## config.mk

```make
export PLATFORM = sky130hd
export DESIGN_NAME = wmsm_lane
export DESIGN_NICKNAME = d
export VERILOG_FILES = /design/src/hdl/wmsm_pkg.sv /design/src/hdl/wmsm_lane.sv
export SDC_FILE = /design/constraint.sdc
export NUM_CORES = 2
export LEC_CHECK = 0
export BUFFER_PORTS_ARGS = -buffer_cell sky130_fd_sc_hd__buf_2
export CORE_UTILIZATION = 30
export CTS_BUF_LIST = sky130_fd_sc_hd__clkbuf_4 sky130_fd_sc_hd__clkbuf_8
export DETAILED_ROUTE_END_ITERATION = 7
export SLEW_MARGIN = 20
export SYNTH_ARGS = -nofsm -noshare
export SYNTH_HDL_FRONTEND = slang
export SYNTH_SLANG_ARGS = --single-unit
export TNS_END_PERCENT = 50
```

## constraint.sdc

```tcl
create_clock -name clk -period 15.18 [get_ports clk]
set_input_delay 1.518 -clock clk [delete_from_list [all_inputs] [get_ports clk]]
set_output_delay 1.518 -clock clk [all_outputs]
set_load 0.02 [all_outputs]
```

## src/hdl/wmsm_pkg.sv

```systemverilog
// ============================================================================
// wmsm_pkg: shared types and constants of the weighted multi-stream mixer
// Field widths, fixed-point layout, register map and sample format codes.
// ============================================================================
package wmsm_pkg;

    // Extra streams that have registers and sample inputs.
    localparam int NUM_EXTRA = 3;
    localparam int LANES     = NUM_EXTRA + 1;
    localparam int CNT_W     = 2;

    localparam int SAMPLE_W  = 24;
    localparam int GAIN_W    = 24;
    localparam int LEN_W     = 32;
    localparam int FRAC_BITS = 16;
    localparam int PROD_W    = SAMPLE_W + GAIN_W;
    localparam int SUM_W     = PROD_W + 2;
    localparam int Q_W       = SUM_W - FRAC_BITS;

    localparam int ADDR_W    = 5;
    localparam int DATA_W    = 32;

    localparam logic [8:0] EIGHT_BIT_OFFSET = 9'd128;

    // Sample format codes; code 3 behaves as 24-bit.
    localparam logic [1:0] FMT_8BIT  = 2'd0;
    localparam logic [1:0] FMT_16BIT = 2'd1;
    localparam logic [1:0] FMT_24BIT = 2'd2;

    // Register indexes, byte address = 4 * index.
    localparam logic [2:0] REG_SAMPLE_FORMAT = 3'd0;
    localparam logic [2:0] REG_MAIN_GAIN     = 3'd1;
    localparam logic [2:0] REG_EXTRA_GAIN_A  = 3'd2;
    localparam logic [2:0] REG_EXTRA_GAIN_B  = 3'd3;
    localparam logic [2:0] REG_EXTRA_GAIN_C  = 3'd4;
    localparam logic [2:0] REG_EXTRA_LEN_A   = 3'd5;
    localparam logic [2:0] REG_EXTRA_LEN_B   = 3'd6;
    localparam logic [2:0] REG_EXTRA_LEN_C   = 3'd7;

    localparam logic [GAIN_W-1:0] UNITY_GAIN = 24'd65536;

    typedef struct packed {
        logic [1:0]                        sample_format;
        logic [GAIN_W-1:0]                 main_gain;
        logic [NUM_EXTRA-1:0][GAIN_W-1:0]  extra_gain;
        logic [NUM_EXTRA-1:0][LEN_W-1:0]   extra_len;
    } wmsm_cfg_t;

    // Load enables of the five pipeline stages.
    typedef struct packed {
        logic load;
        logic mult;
        logic sum;
        logic rnd;
        logic sat;
    } wmsm_pipe_en_t;

endpackage

```

## src/hdl/wmsm_lane.sv

```systemverilog
// ============================================================================
// wmsm_lane: one gain lane of the mixer
// Converts a stream sample and multiplies it by its gain, two register stages.
// ============================================================================
module wmsm_lane (
    input  logic                                clk,
    input  wmsm_pkg::wmsm_pipe_en_t             en,
    input  logic                                offset_mode,
    input  logic                                lane_on,
    input  logic [wmsm_pkg::SAMPLE_W-1:0]       raw_sample,
    input  logic signed [wmsm_pkg::GAIN_W-1:0]  gain,
    output logic signed [wmsm_pkg::PROD_W-1:0]  product
);

    logic signed [wmsm_pkg::SAMPLE_W-1:0] sample_reg;
    logic signed [wmsm_pkg::SAMPLE_W-1:0] sample_next;
    logic                                 on_reg;
    logic signed [wmsm_pkg::PROD_W-1:0]   prod_reg;
    logic signed [wmsm_pkg::PROD_W-1:0]   prod_next;
    logic [8:0]                           centered;

    // Unsigned 8-bit samples are centered around zero.
    assign centered = {1'b0, raw_sample[7:0]} - wmsm_pkg::EIGHT_BIT_OFFSET;

    always_comb
    begin
        if (offset_mode)
            sample_next = {{(wmsm_pkg::SAMPLE_W - 9){centered[8]}}, centered};
        else
            sample_next = raw_sample;
    end

    always_comb
    begin
        if (on_reg)
            prod_next = sample_reg * gain;
        else
            prod_next = '0;
    end

    always_ff @(posedge clk)
    begin
        if (en.load)
        begin
            sample_reg <= sample_next;
            on_reg     <= lane_on;
        end
        if (en.mult)
            prod_reg <= prod_next;
    end

    assign product = prod_reg;

endmodule

```

==> results.py <==
metrics = {
    "drt": {
        "wl_met3_mm": 2.05,
        "wirelength_mm": 56.4,
        "drtPass1Iterations": 5,
        "route.met2.wl_mm": 30.2,
        "antenna_left": 0,
        "top_layer_used": "met4",
        "drc": 0,
        "vias": 16126,
        "wire_per_inst_um": 15.9,
        "via_per_inst": 4.55,
        "drtIter0Drc": 813,
        "wl_met1_mm": 23.3,
    },
    "place": {
        "detailedPlace.worstSlack_ps": 6340,
        "place_hpwl_mm": 46.1,
        "numPortBuffers": 100,
        "place_area_sq_mm": 0.0254,
        "place.gp.congestion": 0.864,
    },
    "die": {
        "core_area_sq_mm": 0.0790,
        "dieHeight_um": 284,
        "io_pins": 104,
        "die_area_sq_mm": 0.0809,
        "start_util_pct": 30.3,
        "rows": 103,
        "die_w_um": 284,
    },
    "timing": {
        "max-slew-margin-rel_pct": 18.8,
        "hold_violations": 0,
        "finalCritPeriodShare_pct": 55.4,
        "rsz0062_at_grt": "no",
        "timing.hold.ws_ps": 980,
        "slew_violations": 0,
        "setup_viol": 0,
        "fmax_ghz": 0.119,
        "worst_pin_slew_ps": 1220,
        "finalSetupTns_ps": 0,
        "layout_setup_ws_ps": 6760,
        "skew_ps": 16.6,
        "min_period_ps": 8420,
    },
    "setup_path": {
        "endpoint_kind": "flop",
        "worstPathRequired_ps": 15430,
        "crit_buf_inv": 4,
        "crit_family": "adder cells",
        "critPathSlowestCell": "clkinv_1",
        "slowest_delay_ps": 650,
        "critPathArrivalTime_ps": 8670,
        "critical_path.startpoint_type": "input pin",
        "crit_path_frequent_cell": "fa_1",
        "crit_chain": "buf_2 -> clkinv_1 -> nor2_1 -> fa_1 -> fa_1 -> fa_1 -> fa_1 -> fa_1 -> fa_1 -> inv_1 -> fa_1 -> inv_1 -> ha_1 -> a21oi_1 -> o21ai_0 -> a31oi_1 -> o21ai_0 -> a311o_1 -> a21o_1 -> a41oi_1 -> mux2i_1",
        "crit_path_max_fanout": 17,
        "crit_type": "input pin to flop",
    },
    "synth": {
        "yosys_warnings": 0,
        "ys_types": 58,
        "yosys_register_bits": 73,
        "synth_cells": 2474,
        "synthesis.area_sq_mm": 0.0239,
        "async_flop_share_pct": 0,
        "syn_avg_cell_area_sq_um": 9.67,
        "synth_edf_count": 73,
        "ys.flop_type": "edfxtp_1",
        "yosysSeqAreaShare_pct": 9.16,
        "syn-num-nets": 3271,
    },
    "grt": {
        "grt_pass1_wl_mm": 93.8,
        "grt_pass1_vias": 17493,
        "grt_use_total_pct": 14.6,
        "grt_overflow": 0,
        "antenna_found_initial": 4,
        "grt_max_degree": 54,
    },
    "worst_hold_path": {
        "hp-class": "flop to flop",
    },
    "cts": {
        "clockBufferDepth": 2,
        "htree_levels": 3,
        "cts_buffers": 9,
        "cts_hold_buf": 0,
        "cts_root_buf": "clkbuf_8",
        "post_cts_buffers": 0,
        "insertion_delay_ps": 400,
        "cts_tree": "built",
        "cts-resized-gates": 0,
        "clkTransAtPathRegs_ps": 90,
        "cts_sinks": 73,
    },
    "layout": {
        "largest_reg_flops": 48,
        "drive_gt1_share_pct": 5.77,
        "area_growth_pct": 7.27,
        "fin_area_sq_mm": 0.0257,
        "nets": 3287,
    },
    "outcome": {
        "status": "finished, final reports clean",
    },
    "job": {
        "max_cap_viol_count": 0,
    },
}
per-stage QoR:
step,utilization (%),std cells
final,32.5,3546
after global routing,32.5,3545
after CTS,32.4,3543
after detailed placement,32.2,3527
after global placement,32.2,3527
after floorplan,-,2474
cells in the final DEF (no fill, tap or decap), types with 24 or more instances in the layout:
cell type	instances
inv_1	620
fa_1	607
nand2_1	319
and2_1	310
ha_1	134
buf_2	100
edfxtp_1	73
a21oi_1	42
xnor2_1	36
o21ai_0	32
nor2_1	31
a21o_1	24
final timing paths:
path	startpoint	endpoint	slack (ps)	cells after the start
setup / recovery	gain[23]	product[45]$_SDFFCE_PN0P_	6760	21
setup reg to reg	sample_reg[23]$_DFFE_PP_	product[44]$_SDFFCE_PN0P_	7480	20
hold / removal	sample_reg[0]$_DFFE_PP_	product[0]$_SDFFCE_PN0P_	980	2
hold reg to reg	sample_reg[0]$_DFFE_PP_	product[0]$_SDFFCE_PN0P_	980	2
cell families (layout without fill, tap and decap cells):
kind of cell	Yosys count	count (layout)	share of synthesized area (%)
and+or+nand+nor	718	718	15.1
AOI/OAI and AO/OA	159	159	4.42
buffers and inverters	729	750	11.5
muxes	5	5	0.209
xor gates and xnor gates	49	49	1.79
adders and majority gates	741	741	57.8
other	0	1	0
DFF	73	73	9.16
layer usage:
metal	vias up	track usage, %
met1	8558	18.9
met3	49	1.57
met5	-	0
met4	0	2.70
met2	302	26.5
li1	7217	-
worst reg2reg max path, cell delays in order (launching register included):
cell and delay [ps]:
edfxtp_1 900, nand2_1 240, inv_1 170, fa_1 570
fa_1 740, inv_1 240, fa_1 540, fa_1 470
fa_1 550, inv_1 60, fa_1 440, fa_1 470
ha_1 400, and2_1 260, nand3_1 180, nor2_1 290
nand3_1 140, o21ai_2 360, a21oi_1 160, xnor2_1 150
and2_1 150
cells in the mapped netlist, drive strengths merged (2+ instances only):
cell type | number | share of area [%]
a31oi | 13 | 0.34
nand2b | 13 | 0.34
ha | 134 | 7.0
o31ai | 2 | 0.084
and2 | 311 | 8.1
clkbuf | 105 | 1.6
mux2i | 5 | 0.21
a41oi | 2 | 0.073
o21a | 5 | 0.16
edfxtp | 73 | 9.2
and3 | 13 | 0.34
fa | 607 | 51
or4 | 2 | 0.094
nor2 | 31 | 0.49
nand4 | 2 | 0.052
xnor2 | 36 | 1.3
o21bai | 7 | 0.22
a21o | 24 | 0.75
nand2 | 319 | 5.0
a311oi | 2 | 0.073
o21ai | 36 | 0.77
a21oi | 45 | 1.1
inv | 620 | 9.7
a31o | 3 | 0.11
nor2b | 9 | 0.24
nor3 | 2 | 0.042
xor2 | 13 | 0.48
a211oi | 4 | 0.19
nand3 | 10 | 0.21
o211ai | 5 | 0.16
buf | 3 | 0.084
layout make-up:
cell class | instances | area, sq um
Antenna cell | 1 | 2.50
Clock buffer | 9 | 124
Clock inverter | 7 | 87.6
Fill cell | 8230 | 53300
Inverter | 621 | 2330
Multi-Input combinational cell | 1672 | 19000
Sequential cell | 73 | 2190
Tap cell | 1050 | 1310
Timing Repair Buffer | 113 | 626
Power is not shown: default switching activity piles up to over one toggle a cycle in this logic, so the estimate is an artifact.
