[config.mk]
export PLATFORM = sky130hd
export DESIGN_NAME = wmsm_regs
export DESIGN_NICKNAME = d
export VERILOG_FILES = /design/src/hdl/wmsm_pkg.sv /design/src/hdl/wmsm_regs.sv
export SDC_FILE = /design/constraint.sdc
export NUM_CORES = 1
export LEC_CHECK = 0
export ABC_AREA = 0
export BUFFER_PORTS_ARGS = -buffer_cell sky130_fd_sc_hd__buf_2
export CELL_PAD_IN_SITES_DETAIL_PLACEMENT = 1
export CELL_PAD_IN_SITES_GLOBAL_PLACEMENT = 1
export CORE_MARGIN = 1.5
export CORE_UTILIZATION = 30
export DETAILED_ROUTE_END_ITERATION = 8
export PLACE_DENSITY_LB_ADDON = 0.1
export RECOVER_POWER = 50
export SYNTH_ARGS = -nofsm -noshare
export SYNTH_HDL_FRONTEND = slang
export SYNTH_SLANG_ARGS = --single-unit
[constraint.sdc]
create_clock -name clk -period 3.8 [get_ports clk]
set_clock_uncertainty 0.2 [all_clocks]
set_input_delay 0.19 -clock clk [delete_from_list [all_inputs] [get_ports clk]]
set_output_delay 0.19 -clock clk [all_outputs]
set_load 0.005 [all_outputs]
[src/hdl/wmsm_pkg.sv]
// ============================================================================
// wmsm_pkg: shared types and constants of the weighted multi-stream mixer
// Field widths, fixed-point layout, register map and sample format codes.
// ============================================================================
package wmsm_pkg;

    // Extra streams that have registers and sample inputs.
    localparam int NUM_EXTRA = 3;
    localparam int LANES     = NUM_EXTRA + 1;
    localparam int CNT_W     = 2;

    localparam int SAMPLE_W  = 24;
    localparam int GAIN_W    = 24;
    localparam int LEN_W     = 32;
    localparam int FRAC_BITS = 16;
    localparam int PROD_W    = SAMPLE_W + GAIN_W;
    localparam int SUM_W     = PROD_W + 2;
    localparam int Q_W       = SUM_W - FRAC_BITS;

    localparam int ADDR_W    = 5;
    localparam int DATA_W    = 32;

    localparam logic [8:0] EIGHT_BIT_OFFSET = 9'd128;

    // Sample format codes; code 3 behaves as 24-bit.
    localparam logic [1:0] FMT_8BIT  = 2'd0;
    localparam logic [1:0] FMT_16BIT = 2'd1;
    localparam logic [1:0] FMT_24BIT = 2'd2;

    // Register indexes, byte address = 4 * index.
    localparam logic [2:0] REG_SAMPLE_FORMAT = 3'd0;
    localparam logic [2:0] REG_MAIN_GAIN     = 3'd1;
    localparam logic [2:0] REG_EXTRA_GAIN_A  = 3'd2;
    localparam logic [2:0] REG_EXTRA_GAIN_B  = 3'd3;
    localparam logic [2:0] REG_EXTRA_GAIN_C  = 3'd4;
    localparam logic [2:0] REG_EXTRA_LEN_A   = 3'd5;
    localparam logic [2:0] REG_EXTRA_LEN_B   = 3'd6;
    localparam logic [2:0] REG_EXTRA_LEN_C   = 3'd7;

    localparam logic [GAIN_W-1:0] UNITY_GAIN = 24'd65536;

    typedef struct packed {
        logic [1:0]                        sample_format;
        logic [GAIN_W-1:0]                 main_gain;
        logic [NUM_EXTRA-1:0][GAIN_W-1:0]  extra_gain;
        logic [NUM_EXTRA-1:0][LEN_W-1:0]   extra_len;
    } wmsm_cfg_t;

    // Load enables of the five pipeline stages.
    typedef struct packed {
        logic load;
        logic mult;
        logic sum;
        logic rnd;
        logic sat;
    } wmsm_pipe_en_t;

endpackage

[src/hdl/wmsm_regs.sv]
// ============================================================================
// wmsm_regs: configuration register file
// APB-style write and read access to format, gains and stream lengths.
// ============================================================================
module wmsm_regs (
    input  logic                          clk,
    input  logic                          rst_n,
    input  logic                          psel,
    input  logic                          penable,
    input  logic                          pwrite,
    input  logic [wmsm_pkg::ADDR_W-1:0]   paddr,
    input  logic [wmsm_pkg::DATA_W-1:0]   pwdata,
    output logic [wmsm_pkg::DATA_W-1:0]   prdata,
    output wmsm_pkg::wmsm_cfg_t           cfg
);

    wmsm_pkg::wmsm_cfg_t cfg_reg;
    wmsm_pkg::wmsm_cfg_t cfg_next;
    logic                wr_en;
    logic [2:0]          reg_idx;

    assign wr_en   = psel && penable && pwrite;
    assign reg_idx = paddr[4:2];

    always_comb
    begin
        cfg_next = cfg_reg;
        if (wr_en)
        begin
            unique case (reg_idx)
                wmsm_pkg::REG_SAMPLE_FORMAT: cfg_next.sample_format = pwdata[1:0];
                wmsm_pkg::REG_MAIN_GAIN:     cfg_next.main_gain     = pwdata[23:0];
                wmsm_pkg::REG_EXTRA_GAIN_A:  cfg_next.extra_gain[0] = pwdata[23:0];
                wmsm_pkg::REG_EXTRA_GAIN_B:  cfg_next.extra_gain[1] = pwdata[23:0];
                wmsm_pkg::REG_EXTRA_GAIN_C:  cfg_next.extra_gain[2] = pwdata[23:0];
                wmsm_pkg::REG_EXTRA_LEN_A:   cfg_next.extra_len[0]  = pwdata;
                wmsm_pkg::REG_EXTRA_LEN_B:   cfg_next.extra_len[1]  = pwdata;
                wmsm_pkg::REG_EXTRA_LEN_C:   cfg_next.extra_len[2]  = pwdata;
            endcase
        end
    end

    always_ff @(posedge clk or negedge rst_n)
    begin
        if (!rst_n)
        begin
            cfg_reg.sample_format <= wmsm_pkg::FMT_16BIT;
            cfg_reg.main_gain     <= wmsm_pkg::UNITY_GAIN;
            for (int i = 0; i < wmsm_pkg::NUM_EXTRA; i++)
            begin
                cfg_reg.extra_gain[i] <= wmsm_pkg::UNITY_GAIN;
                cfg_reg.extra_len[i]  <= '0;
            end
        end
        else
        begin
            cfg_reg <= cfg_next;
        end
    end

    // Gains read back sign-extended to the bus width.
    always_comb
    begin
        unique case (reg_idx)
            wmsm_pkg::REG_SAMPLE_FORMAT: prdata = {30'd0, cfg_reg.sample_format};
            wmsm_pkg::REG_MAIN_GAIN:
                prdata = {{8{cfg_reg.main_gain[23]}}, cfg_reg.main_gain};
            wmsm_pkg::REG_EXTRA_GAIN_A:
                prdata = {{8{cfg_reg.extra_gain[0][23]}}, cfg_reg.extra_gain[0]};
            wmsm_pkg::REG_EXTRA_GAIN_B:
                prdata = {{8{cfg_reg.extra_gain[1][23]}}, cfg_reg.extra_gain[1]};
            wmsm_pkg::REG_EXTRA_GAIN_C:
                prdata = {{8{cfg_reg.extra_gain[2][23]}}, cfg_reg.extra_gain[2]};
            wmsm_pkg::REG_EXTRA_LEN_A:   prdata = cfg_reg.extra_len[0];
            wmsm_pkg::REG_EXTRA_LEN_B:   prdata = cfg_reg.extra_len[1];
            wmsm_pkg::REG_EXTRA_LEN_C:   prdata = cfg_reg.extra_len[2];
        endcase
    end

    assign cfg = cfg_reg;

endmodule

==> impl_results.md <==
* Leakage at 5.11 nW
* Total routed wirelength at roughly 30 mm
* PwrDens at 535 nW/um2
* Worst setup EP type: primary output
* RSZ-0062 raised after global routing: false
* Vias at around 6500
* Top area cells in the synthesized netlist: dfrtp_1 54%, mux2_2 29%, a22oi_1 4.1%
* Data arrival time of the critical path at between 2 and 3 ns
* CTS tree: built
* Worst hold margin at 0.275 ns
* Ys Warns at 0
* CP Launch Type: input port
* CTS H-Tree Depth at 4
* Post-route cell area at 11400 um2
* Layout Nets at 930
* First-pass GRT wire length at 46.9 mm
* WL per Instance at between 20 and 25 um
* Max reg flops at 194
* Share of cells above drive strength 1 at 0.483
* # IOs at 268
* CP Class: in -> out
* Worst reg2reg path startpoint: cfg[122]$_DFFE_PN0P_
* Clock transition at path regs at about 0.080 ns
* Worst path max stage delay at 0.61 ns
* Period utilisation layout at 0.770
* Post-route ant nets at 0
* Root buf cell: clkbuf_16
* Failing checks: capacitance limit, slew limit
* Sequential Power Share at 0.463
* Die height at 173 um
* Max cap viols at 1
* Hold path depth at 3
* Combinational power share at 0.225
* Area leader, netlist: dfrtp_1
* Worst-case hold path end point: cfg[193]$_DFFE_PN0P_
* Net Sw Power at 1.86 mW
* Fin crit period at 2.93 ns
* Mapped Area at 8710 um2
* Placed Area at 10600 um2
* Largest net degree at the start of global routing at 98
* Initial cell density of the core at 0.304
* Switch share at 0.305
* Sequential share of the synthesized area at 0.558
* Post-synthesis cell count at 599
* Final Slew Violations at 97
* Synth top area share at 0.543
* Area Overhead vs Synth at 30.4%
* Hold Path Class: in -> reg
* Grt ovf at 0
* Worst Path Required at 3.41 ns
* Dpl hpwl at approximately 21 mm
* Pre-Repair DR Iteration Count at 4
* CTS buffer count at 17
* Placer Congestion at 0.777
* Vias per inst at 5.02
* Clock power frac at 0.313
* Die width at around 170 um
* Peak VDD IR at 0.289 mV
* Total track usage at 0.208
* Final core occ at 0.397
* Die ar. at 30100 um2
* Avg Inst Size Synth at 14.5 um2
* Post-synth cell types at 32
* FF+latch count, synth at 194
* Hold_sp: paddr[2]
* CTS Sinks at 194
* Row cnt at 62
* Worst-path cell chain: clkbuf_1 -> buf_4 -> and3b_1 -> a22oi_1 -> o221ai_1 -> buf_2
* Mapped Nets at 641
* Final Hold Viols at 0
* Core ar. at roughly 29000 um2
* Final Power at 6.08 mW
* Fill cells at 3051
* Internal at 4.22 mW
* Final setup vio count at 0
* DRC viols at 0
* ANT cells at 0
* Initial DRC Count at 259
* Worst-Skew Late Latency at about 0.42 ns
* Reg-to-Reg End: cfg[122]$_DFFE_PN0P_
* Max clock buf depth at 2
* Worst-Margin Slew at ~2.5 ns
* Vias in the first global route at slightly above 7000
* Fin Setup TNS at 0 ns
* Initial antenna violation count at 0
* Slowest cell on the critical path: clkbuf_1
* Fmax at 342 MHz
* Outcome: finished with violations
* PostCTS Resize Cnt at 0
* Worst rel slew slack at -0.698
* Port bufs at 265
* R2r worst-path depth at 1
* Reg2reg setup slack at 2.77 ns
* Worst Path Max Fanout at 31
[power groups by stage]
stage | Combinational (mW) | Clock [mW] | Sequential [mW]
detailed placement | 1.43 | 0 | 2.85
floorplan | 0.628 | 0 | 2.81
global route | 1.49 | 2.06 | 2.88
CTS | 1.46 | 1.96 | 2.81
global placement | 1.40 | 0 | 2.80
finish | 1.37 | 1.90 | 2.81
[repair_timing]
item                                   CTS  global route
setup endpoints to repair                0             0
setup buffers                            0             0
endpoints found under the hold margin  289             0
hold buffers                            33             0
[logic make-up (layout without fill, tap and decap cells)]
kind of cell / count (synthesis) / count (layout) / share of synthesized area
AOI/OAI and AO/OA: 84 / 84 / 0.0751
DFF: 194 / 194 / 0.558
muxes: 238 / 238 / 0.321
and+or+nand+nor: 37 / 37 / 0.0215
buffers and inverters: 46 / 348 / 0.0241
[worst max-delay path: cells and delay by family]
kind	cells	cell delay (ns)
compound gates	2	0.44
buf+inv	3	1.40
simple gates	1	0.49
[worst max-delay path by stage]
stage	start	endpoint	slack, ns	cells after the start
6_report	paddr[3]	prdata[5]	0.87	6
3_3_place_gp	paddr[3]	prdata[19]	1.11	6
5_1_grt	rst_n	cfg[192]$_DFFE_PN1P_	0.51	3
4_1_cts	paddr[3]	prdata[19]	1.06	6
3_5_place_dp	paddr[3]	prdata[5]	1.07	6
2_1_floorplan	paddr[4]	cfg[123]$_DFFE_PN0P_	2.08	5
[synth_stat cells (all sizes together)]
| library cell | number |
|---|---|
| nand3b | 2 |
| mux2i | 2 |
| dfrtp | 189 |
| a22o | 2 |
| nor3b | 1 |
| o21ai | 2 |
| a221oi | 6 |
| a21o | 1 |
| dfstp | 5 |
| nor2b | 5 |
| buf | 30 |
| o211ai | 10 |
| nand4 | 1 |
| mux2 | 225 |
| nand2b | 2 |
| nand4b | 1 |
| or3 | 2 |
| a22oi | 48 |
| mux4 | 11 |
| nand2 | 4 |
| clkbuf | 14 |
| o221ai | 12 |
| nand3 | 2 |
| o211a | 1 |
| inv | 2 |
| and3b | 1 |
| nor2 | 16 |
| a221o | 1 |
| o22ai | 1 |
[layout by cell type (no fill, tap or decap), drive strengths merged, types with 4 or more instances in the layout]
cell type / count
a221oi: 6
mux4: 11
nand2: 4
dlygate4sd3: 33
inv: 10
a22oi: 48
nor2: 16
dfrtp: 189
o211ai: 10
clkinv: 4
clkbuf: 139
buf: 160
dfstp: 5
o221ai: 12
mux2: 225
nor2b: 5
[area by class of cell]
class / count / area, um2 / area share
Sequential cell: 194 / 4860 / 0.428
Multi-Input combinational cell: 359 / 3710 / 0.326
Timing Repair Buffer: 314 / 1690 / 0.148
Tap cell: 384 / 480 / 0.0423
Clock buffer: 18 / 429 / 0.0378
Clock inverter: 14 / 190 / 0.0167
Inverter: 2 / 7.51 / 0.000661
[stage by stage]
stage / std cells / setup slack [ns]
after floorplan: 599 / 2.08
after CTS: 1285 / 1.06
after global routing: 1285 / 0.512
after detailed placement: 1220 / 1.07
after global placement: 1220 / 1.11
final: 1285 / 0.875
[routing by layer]
metal	vias up	wire, um	track usage
met1	3418	13200	0.265
met4	0	272	0.0380
li1	2844	-	-
met2	178	15600	0.357
met3	17	1640	0.0557
met5	-	0	0
Note: power is estimated with default switching activity, not from simulation.
