$ cat src/hdl/wmsm_pkg.sv
// ============================================================================
// wmsm_pkg: shared types and constants of the weighted multi-stream mixer
// Field widths, fixed-point layout, register map and sample format codes.
// ============================================================================
package wmsm_pkg;

    // Extra streams that have registers and sample inputs.
    localparam int NUM_EXTRA = 3;
    localparam int LANES     = NUM_EXTRA + 1;
    localparam int CNT_W     = 2;

    localparam int SAMPLE_W  = 24;
    localparam int GAIN_W    = 24;
    localparam int LEN_W     = 32;
    localparam int FRAC_BITS = 16;
    localparam int PROD_W    = SAMPLE_W + GAIN_W;
    localparam int SUM_W     = PROD_W + 2;
    localparam int Q_W       = SUM_W - FRAC_BITS;

    localparam int ADDR_W    = 5;
    localparam int DATA_W    = 32;

    localparam logic [8:0] EIGHT_BIT_OFFSET = 9'd128;

    // Sample format codes; code 3 behaves as 24-bit.
    localparam logic [1:0] FMT_8BIT  = 2'd0;
    localparam logic [1:0] FMT_16BIT = 2'd1;
    localparam logic [1:0] FMT_24BIT = 2'd2;

    // Register indexes, byte address = 4 * index.
    localparam logic [2:0] REG_SAMPLE_FORMAT = 3'd0;
    localparam logic [2:0] REG_MAIN_GAIN     = 3'd1;
    localparam logic [2:0] REG_EXTRA_GAIN_A  = 3'd2;
    localparam logic [2:0] REG_EXTRA_GAIN_B  = 3'd3;
    localparam logic [2:0] REG_EXTRA_GAIN_C  = 3'd4;
    localparam logic [2:0] REG_EXTRA_LEN_A   = 3'd5;
    localparam logic [2:0] REG_EXTRA_LEN_B   = 3'd6;
    localparam logic [2:0] REG_EXTRA_LEN_C   = 3'd7;

    localparam logic [GAIN_W-1:0] UNITY_GAIN = 24'd65536;

    typedef struct packed {
        logic [1:0]                        sample_format;
        logic [GAIN_W-1:0]                 main_gain;
        logic [NUM_EXTRA-1:0][GAIN_W-1:0]  extra_gain;
        logic [NUM_EXTRA-1:0][LEN_W-1:0]   extra_len;
    } wmsm_cfg_t;

    // Load enables of the five pipeline stages.
    typedef struct packed {
        logic load;
        logic mult;
        logic sum;
        logic rnd;
        logic sat;
    } wmsm_pipe_en_t;

endpackage

$ cat src/hdl/wmsm_merge.sv
// ============================================================================
// wmsm_merge: merging stage of the mixer
// Sums the lane products, rounds half away from zero and saturates.
// ============================================================================
module wmsm_merge (
    input  logic                                                  clk,
    input  wmsm_pkg::wmsm_pipe_en_t                               en,
    input  logic [1:0]                                            sample_format,
    input  logic [wmsm_pkg::LANES-1:0][wmsm_pkg::PROD_W-1:0]      products,
    output logic signed [wmsm_pkg::SAMPLE_W-1:0]                  mixed
);

    localparam int SUM_W = wmsm_pkg::SUM_W;
    localparam int Q_W   = wmsm_pkg::Q_W;
    localparam logic [SUM_W-1:0] HALF_LSB = SUM_W'(1) << (wmsm_pkg::FRAC_BITS - 1);

    logic signed [SUM_W-1:0]              sum_reg;
    logic signed [SUM_W-1:0]              sum_next;
    logic [SUM_W-1:0]                     mag_round;
    logic [Q_W-1:0]                       q_reg;
    logic                                 neg_reg;
    logic [Q_W-1:0]                       lim_pos;
    logic [Q_W-1:0]                       lim_neg;
    logic signed [wmsm_pkg::SAMPLE_W-1:0] mixed_reg;
    logic signed [wmsm_pkg::SAMPLE_W-1:0] mixed_next;

    always_comb
    begin
        sum_next = '0;
        for (int i = 0; i < wmsm_pkg::LANES; i++)
            sum_next = sum_next + SUM_W'($signed(products[i]));
    end

    // Magnitude plus one half in a single add: -x + h equals ~x + h + 1.
    always_comb
    begin
        if (sum_reg[SUM_W-1])
            mag_round = ~sum_reg + HALF_LSB + SUM_W'(1);
        else
            mag_round = sum_reg + HALF_LSB;
    end

    always_comb
    begin
        unique case (sample_format)
            wmsm_pkg::FMT_8BIT:
            begin
                lim_pos = Q_W'(127);
                lim_neg = Q_W'(128);
            end
            wmsm_pkg::FMT_16BIT:
            begin
                lim_pos = Q_W'(32767);
                lim_neg = Q_W'(32768);
            end
            default:
            begin
                lim_pos = Q_W'(8388607);
                lim_neg = Q_W'(8388608);
            end
        endcase
    end

    always_comb
    begin
        if (neg_reg)
        begin
            if (q_reg > lim_neg)
                mixed_next = -wmsm_pkg::SAMPLE_W'(lim_neg);
            else
                mixed_next = -wmsm_pkg::SAMPLE_W'(q_reg);
        end
        else
        begin
            if (q_reg > lim_pos)
                mixed_next = wmsm_pkg::SAMPLE_W'(lim_pos);
            else
                mixed_next = wmsm_pkg::SAMPLE_W'(q_reg);
        end
    end

    always_ff @(posedge clk)
    begin
        if (en.sum)
            sum_reg <= sum_next;
        if (en.rnd)
        begin
            q_reg   <= mag_round[SUM_W-1:wmsm_pkg::FRAC_BITS];
            neg_reg <= sum_reg[SUM_W-1];
        end
        if (en.sat)
            mixed_reg <= mixed_next;
    end

    assign mixed = mixed_reg;

endmodule

$ cat config.mk
export PLATFORM = sky130hd
export DESIGN_NAME = wmsm_merge
export DESIGN_NICKNAME = d
export VERILOG_FILES = /design/src/hdl/wmsm_pkg.sv /design/src/hdl/wmsm_merge.sv
export SDC_FILE = /design/constraint.sdc
export NUM_CORES = 1
export LEC_CHECK = 0
export BUFFER_PORTS_ARGS = -buffer_cell sky130_fd_sc_hd__buf_2
export CORE_ASPECT_RATIO = 0.5
export CORE_MARGIN = 4
export CORE_UTILIZATION = 63
export CTS_BUF_LIST = sky130_fd_sc_hd__clkbuf_4
export DETAILED_ROUTE_END_ITERATION = 10
export GPL_ROUTABILITY_DRIVEN = 0
export GPL_TIMING_DRIVEN = 0
export MAX_ROUTING_LAYER = met4
export PLACE_DENSITY = 0.95
export SLEW_MARGIN = 20
export SYNTH_ARGS = -nofsm -noshare
export SYNTH_HDL_FRONTEND = slang
export SYNTH_SLANG_ARGS = --single-unit
$ cat constraint.sdc
create_clock -name clk -period 7.3 [get_ports clk]
set_input_delay 1.095 -clock clk [delete_from_list [all_inputs] [get_ports clk]]
set_output_delay 1.095 -clock clk [all_outputs]
set_load 0.01 [all_outputs]
==> qor.yml, run 1 <==
timing:
  period_share_pct: 75.4
  grt_setup_unrepaired: "no"
  clock_skew_ps: 19.2
  setup_violations: 0
  relSlewSlack_pct: 31.9
  finalMaxSlewViolations: 0
  finalSetupTns_ps: 0
  hold_violations: 0
  fin_crit_ps: 5510
  tightest_slew_ps: 1020
  fmax_mhz: 182
logic_synthesis:
  yosysSeqAreaShare_pct: 28.8
  ys_ff_latch: 109
  synth_area_per_cell_sq_um: 9.12
  synth_area_leaders: "edfxtp_1 29%, fa_1 17%, inv_1 9.2%"
  synth_adder_area_share_pct: 25.2
  synth-xor-area-share_pct: 6.23
  synth_top_cell_by_area: "edfxtp_1"
  synth_cell_type_count: 65
  synth_top_family_by_area: "adder cells"
  synth_warnings: 0
  synth_compound_area_share_pct: 16.7
  synth_top_area_share_pct: 28.8
  syn_area_sq_um: 11400
  synth-edff-count: 109
  yosys.area_share.simple_pct: 12.2
  syn_nets: 1619
  synthCells: 1248
  muxShareOfSynthArea_pct: 0.352
  async_flop_share_pct: 0
  synth_top_flop_cell: "edfxtp_1"
detailed_routing:
  drc_errors: 0
  drt-wirelength-per-cell_um: 15.9
  postRouteAntennaNets: 0
  drt-initial-drc-count: 1174
  viasPerCell: 5.88
  wl_um: 27400
  drtPass1Iterations: 7
  vias: 10100
worst_setup_path:
  crit_arrival_ps: 5740
  startpoint_type: "input pin"
  required_ps: 7530
  ff2ff_setup_slack_ps: 3330
  r2r_start: "q_reg[7]$_DFFE_PP_"
  critPathCaptureType: "flip-flop"
  r2r_end: "mixed[10]$_DFFE_PP_"
  reg2reg_depth: 13
  worstPathMaxFanout: 8
  path_class: "in2reg"
cts:
  htree_levels: 3
  ctsHoldBuffers: 0
  cts.clk_slew.worst_paths_ps: 150
  cts_sinks: 109
  cts_tree: "yes"
  cts_buffers: 9
  postCtsSetupBuffers: 0
  cts-root-buf: "clkbuf_4"
  clk_latency_ps: 480
  post_cts_resized: 0
  clockBufferDepth: 2
grt:
  grt_max_degree: 51
  track_usage_pct: 27.5
  grt-ovfl-total: 0
  grt_first_pass_wirelength_um: 44800
  grt_pass1_vias: 9828
  antenna_found_initial: 1
die:
  dieHeight_um: 103
  io_pins: 224
  die_w_um: 198
  start_util_pct: 64.9
  dieArea_sq_um: 20400
  rows: 34
  coreArea_sq_um: 17500
power:
  p_leak_uw: 0.00621
  p_per_area_nw_per_um2: 303
  irDropWorstVdd_v: 0.000139
placed_design:
  numPortBuffers: 221
  hpwl_um: 22800
  post_dp_cell_area_sq_um: 12800
run:
  max_cap_violations: 0
hold_path:
  whs_path_depth: 0
  min_to: "neg_reg$_DFFE_PP_"
  min_from: "sum_reg[49]$_DFFE_PP_"
  hp-class: "reg2reg"
final_layout:
  final_cell_mix: "279 x inv_1, 221 x buf_2, 109 x edfxtp_1, 97 x fa_1, 91 x a21oi_1"
  final_area_sq_um: 12900
  nets: 1851
  largest_register_ffs: 50
  mostFrequentLayoutCell: "inv_1"
  drive_gt1_share_pct: 17.4
  syn_to_final_growth_pct: 13.4
  fill_cells: 1178
  final_util_pct: 73.7
status:
  status: "complete, no violations"
per-stage QoR:
| stage | hold WS, ps | cells | power, uW | worst slack [ps] |
|---|---|---|---|---|
| 5_1_grt | 540 | 1719 | 4210 | 1650 |
| 3_5_place_dp | 511 | 1703 | 3580 | 1450 |
| 6_report | 535 | 1719 | 3910 | 1790 |
| 4_1_cts | 533 | 1718 | 3850 | 1940 |
| 2_1_floorplan | 424 | 1248 | 2930 | 2530 |
| 3_3_place_gp | 511 | 1703 | 3410 | 1800 |
critical path, cell delays in order:
cell and delay, ps:
buf_2 70, inv_1 50, fa_1 500, fa_1 530, inv_1 50, ha_1 270, clkbuf_1 300, nand4_1 240
nor4b_1 480, nand3_1 270, a31oi_1 500, nor3_1 150, o31ai_1 620, nor2b_1 270, a41oi_1 180, xnor2_1 160
final cells by class:
type / count / area (sq um) / area share [%]
well taps: 234 / 293 / 2.27
flip-flops and latches: 109 / 3270 / 25.4
clock inverters: 5 / 46.3 / 0.359
repair buffers: 221 / 1110 / 8.59
clock buffers: 10 / 75.1 / 0.582
inverters: 279 / 1050 / 8.11
plain buffers: 39 / 155 / 1.20
diodes: 1 / 2.50 / 0.0194
multi-input cells: 821 / 6910 / 53.5
cells by family (layout without fill, tap and decap cells):
family | after synthesis | after routing
buffers and inverters | 318 | 554
AND/OR/NAND/NOR | 274 | 274
other | 0 | 1
flip-flops | 109 | 109
AO/OA/AOI/OAI | 291 | 291
XOR/XNOR | 81 | 81
multiplexers | 4 | 4
adder cells (fa/ha/maj) | 171 | 171
cell usage after synthesis, types with 4 or more instances:
cell        n
o31a_1      4
a31o_2      4
xor2_1     38
a211oi_1    9
mux2i_1     4
clkbuf_1   35
o22ai_1     6
a21boi_0    4
edfxtp_1  109
o21bai_1    6
nor2_1     74
nor2b_1    12
and4_1      4
o211ai_1    5
nand3_1    20
nand2b_1   10
inv_1     279
nor4_1     14
nand4_1    20
a21oi_1    91
a21o_1     32
fa_1       97
and3_1      6
or3_1      10
a221o_1     8
ha_1       74
o21a_1      6
nand2_1    61
nor3_1     14
or4_1       8
a31oi_1    16
o21ai_0    54
xnor2_1    43
o31ai_1    16
worst max-delay path by stage:
stage | from | end | slack [ps] | cells after the start
after global placement | products[17] | sum_reg[49]$_DFFE_PP_ | 1800 | 16
final | products[16] | sum_reg[49]$_DFFE_PP_ | 1790 | 16
after floorplan | products[16] | sum_reg[49]$_DFFE_PP_ | 2530 | 15
after detailed placement | products[16] | sum_reg[49]$_DFFE_PP_ | 1450 | 16
after CTS | products[16] | sum_reg[49]$_DFFE_PP_ | 1940 | 16
after global routing | products[16] | sum_reg[49]$_DFFE_PP_ | 1650 | 16
power by group:
group | total (uW) | leakage [uW] | internal [uW] | switching [uW]
logic | 2240 | 0.00507 | 916 | 1320
registers | 1400 | 0.00107 | 1120 | 275
clock network | 276 | 0.0000685 | 77.1 | 199
metal layers:
layer  global-route usage [%]  up-vias  share of wire [%]
li1                         -     4682                  -
met1                     34.7     4732                 40
met2                     47.6      606                 49
met3                     4.11       96                9.3
met4                     6.35        0                2.3
met5                        -        -                  0
No activity file was read; power rests on OpenSTA's default activity.
==> run 2: changes to the inputs <==
Settings changed: CORE_UTILIZATION 63 to 53, PLACE_DENSITY 0.95 to 0.88.
Clock period 7.3 ns to 4.4 ns, I/O delays scaled along.
==> qor.yml, run 2 (synthesis gave the netlist of run 1 again) <==
status:
  status: "complete, no violations"
detailed_routing:
  viasPerCell: 5.61
  vias: 9857
  postRouteAntennaNets: 0
  drt-initial-drc-count: 1052
  drc_errors: 0
  wl_um: 26900
  drtPass1Iterations: 6
  drt-wirelength-per-cell_um: 15.3
grt:
  use_met3_pct: 2.95
  grt_max_degree: 51
  grt-ovfl-total: 0
  grt_pass1_vias: 9870
  grt_first_pass_wirelength_um: 45300
  track_usage_pct: 22.8
  antenna_found_initial: 0
  grtUsageMet1_pct: 30.1
  busiest_layer: "met2"
  met2_usage_pct: 38.4
die:
  coreArea_sq_um: 20800
  die_w_um: 215
  io_pins: 224
  start_util_pct: 54.6
  dieArea_sq_um: 24000
  dieHeight_um: 112
  rows: 37
timing:
  clock_skew_ps: 24.1
  fmax_mhz: 238
  period_share_pct: 95.5
  relSlewSlack_pct: 29.6
  fin_crit_ps: 4200
  worst_slack_ps: 200
  setup_violations: 0
  hold_violations: 0
  grt_setup_unrepaired: "no"
  finalMaxSlewViolations: 0
  tightest_slew_ps: 1050
worst_setup_path:
  worstPathMaxFanout: 6
  path_class: "in2reg"
  startpoint_type: "input pin"
  required_ps: 4640
  critPathCaptureType: "flip-flop"
  crit_arrival_ps: 4440
final_layout:
  mostFrequentLayoutCell: "inv_1"
  nets: 1851
  fill_cells: 1644
  diodes: 0
  drive_gt1_share_pct: 18.0
  largest_register_ffs: 50
  syn_to_final_growth_pct: 14.5
  final_cell_mix: "279 x inv_1, 221 x buf_2, 109 x edfxtp_1, 97 x fa_1, 91 x a21oi_1"
  final_util_pct: 62.6
cts:
  clockBufferDepth: 2
  htree_levels: 3
  cts_tree: "yes"
  cts.clk_slew.worst_paths_ps: 160
  cts_buffers: 9
  clk_latency_ps: 490
  cts_sinks: 109
  cts-root-buf: "clkbuf_4"
  ctsHoldBuffers: 0
placed_design:
  place_worst_setup_slack_ps: -775
  hpwl_um: 22300
  numPortBuffers: 221
power:
  irDropWorstVdd_v: 0.000199
  p_leak_uw: 0.00623
  p_per_area_nw_per_um2: 501
hold_path:
  hp-class: "in2reg"
run:
  max_cap_violations: 0
## run 2: cell count changes in the layout (fill, tap and decap cells not counted), moves of 2 or more
cell	change
buf_4	+2
clkbuf_1	-2
clkinv_4	-2
o31ai_1	-2
o31ai_2	+2
## run 2: report_power, final
group | internal, uW | total [uW] | switching [uW]
combinational | 1530 | 3700 | 2160
clock | 176 | 518 | 341
sequential | 1860 | 2310 | 448
total | 3570 | 6520 | 2950
## run 2: final timing paths
| check | from | end | slack [ps] | cells after the start |
|---|---|---|---|---|
| min | products[144] | sum_reg[0]$_DFFE_PP_ | 480 | 2 |
| min reg2reg | sum_reg[49]$_DFFE_PP_ | neg_reg$_DFFE_PP_ | 530 | 0 |
| max | products[7] | sum_reg[44]$_DFFE_PP_ | 200 | 15 |
| max reg2reg | q_reg[7]$_DFFE_PP_ | mixed[10]$_DFFE_PP_ | 420 | 13 |
## run 2: timing repair
item	in CTS	in global routing
endpoints found under the hold margin	0	0
setup endpoints to repair	4	15
setup buffers	0	2
pin swaps	0	2
gates resized for setup	3	6
## run 2: through the flow
stage	hold slack (ps)	power, uW	setup TNS [ps]	cell area (sq um)	cells
floorplan	424	4870	0	11400	1248
global placement	513	5680	-5080	12800	1742
detailed placement	513	5900	-7210	12800	1742
CTS	468	6430	0	13000	1758
global route	450	7060	0	13000	1758
finish	477	6520	0	13000	1758
## run 2: area by class of cell
class / instances / area, sq um / area share [%]
flip-flops and latches: 109 / 3270 / 25.1
inverters: 279 / 1050 / 8.04
multi-input cells: 821 / 6960 / 53.4
well taps: 273 / 342 / 2.62
plain buffers: 37 / 148 / 1.13
clock buffers: 9 / 67.6 / 0.518
repair buffers: 223 / 1120 / 8.62
clock inverters: 7 / 75.1 / 0.576
## run 2: routing by layer
metal,part of all wire (%),up-vias
met3,6.7,53
met2,49,465
met4,1.3,0
li1,-,4689
met1,43,4650
met5,0,-
## run 2: worst max-delay path, cell delays in order
cell     delay [ps]
buf_2            80
inv_1            50
fa_1            510
fa_1            520
inv_1            40
ha_1            360
a21oi_1         210
o21ai_0         200
a21oi_1         160
a21bo_2         250
or4_1           580
a31oi_1         270
a31o_2          250
o21ai_0         120
xor2_1          170
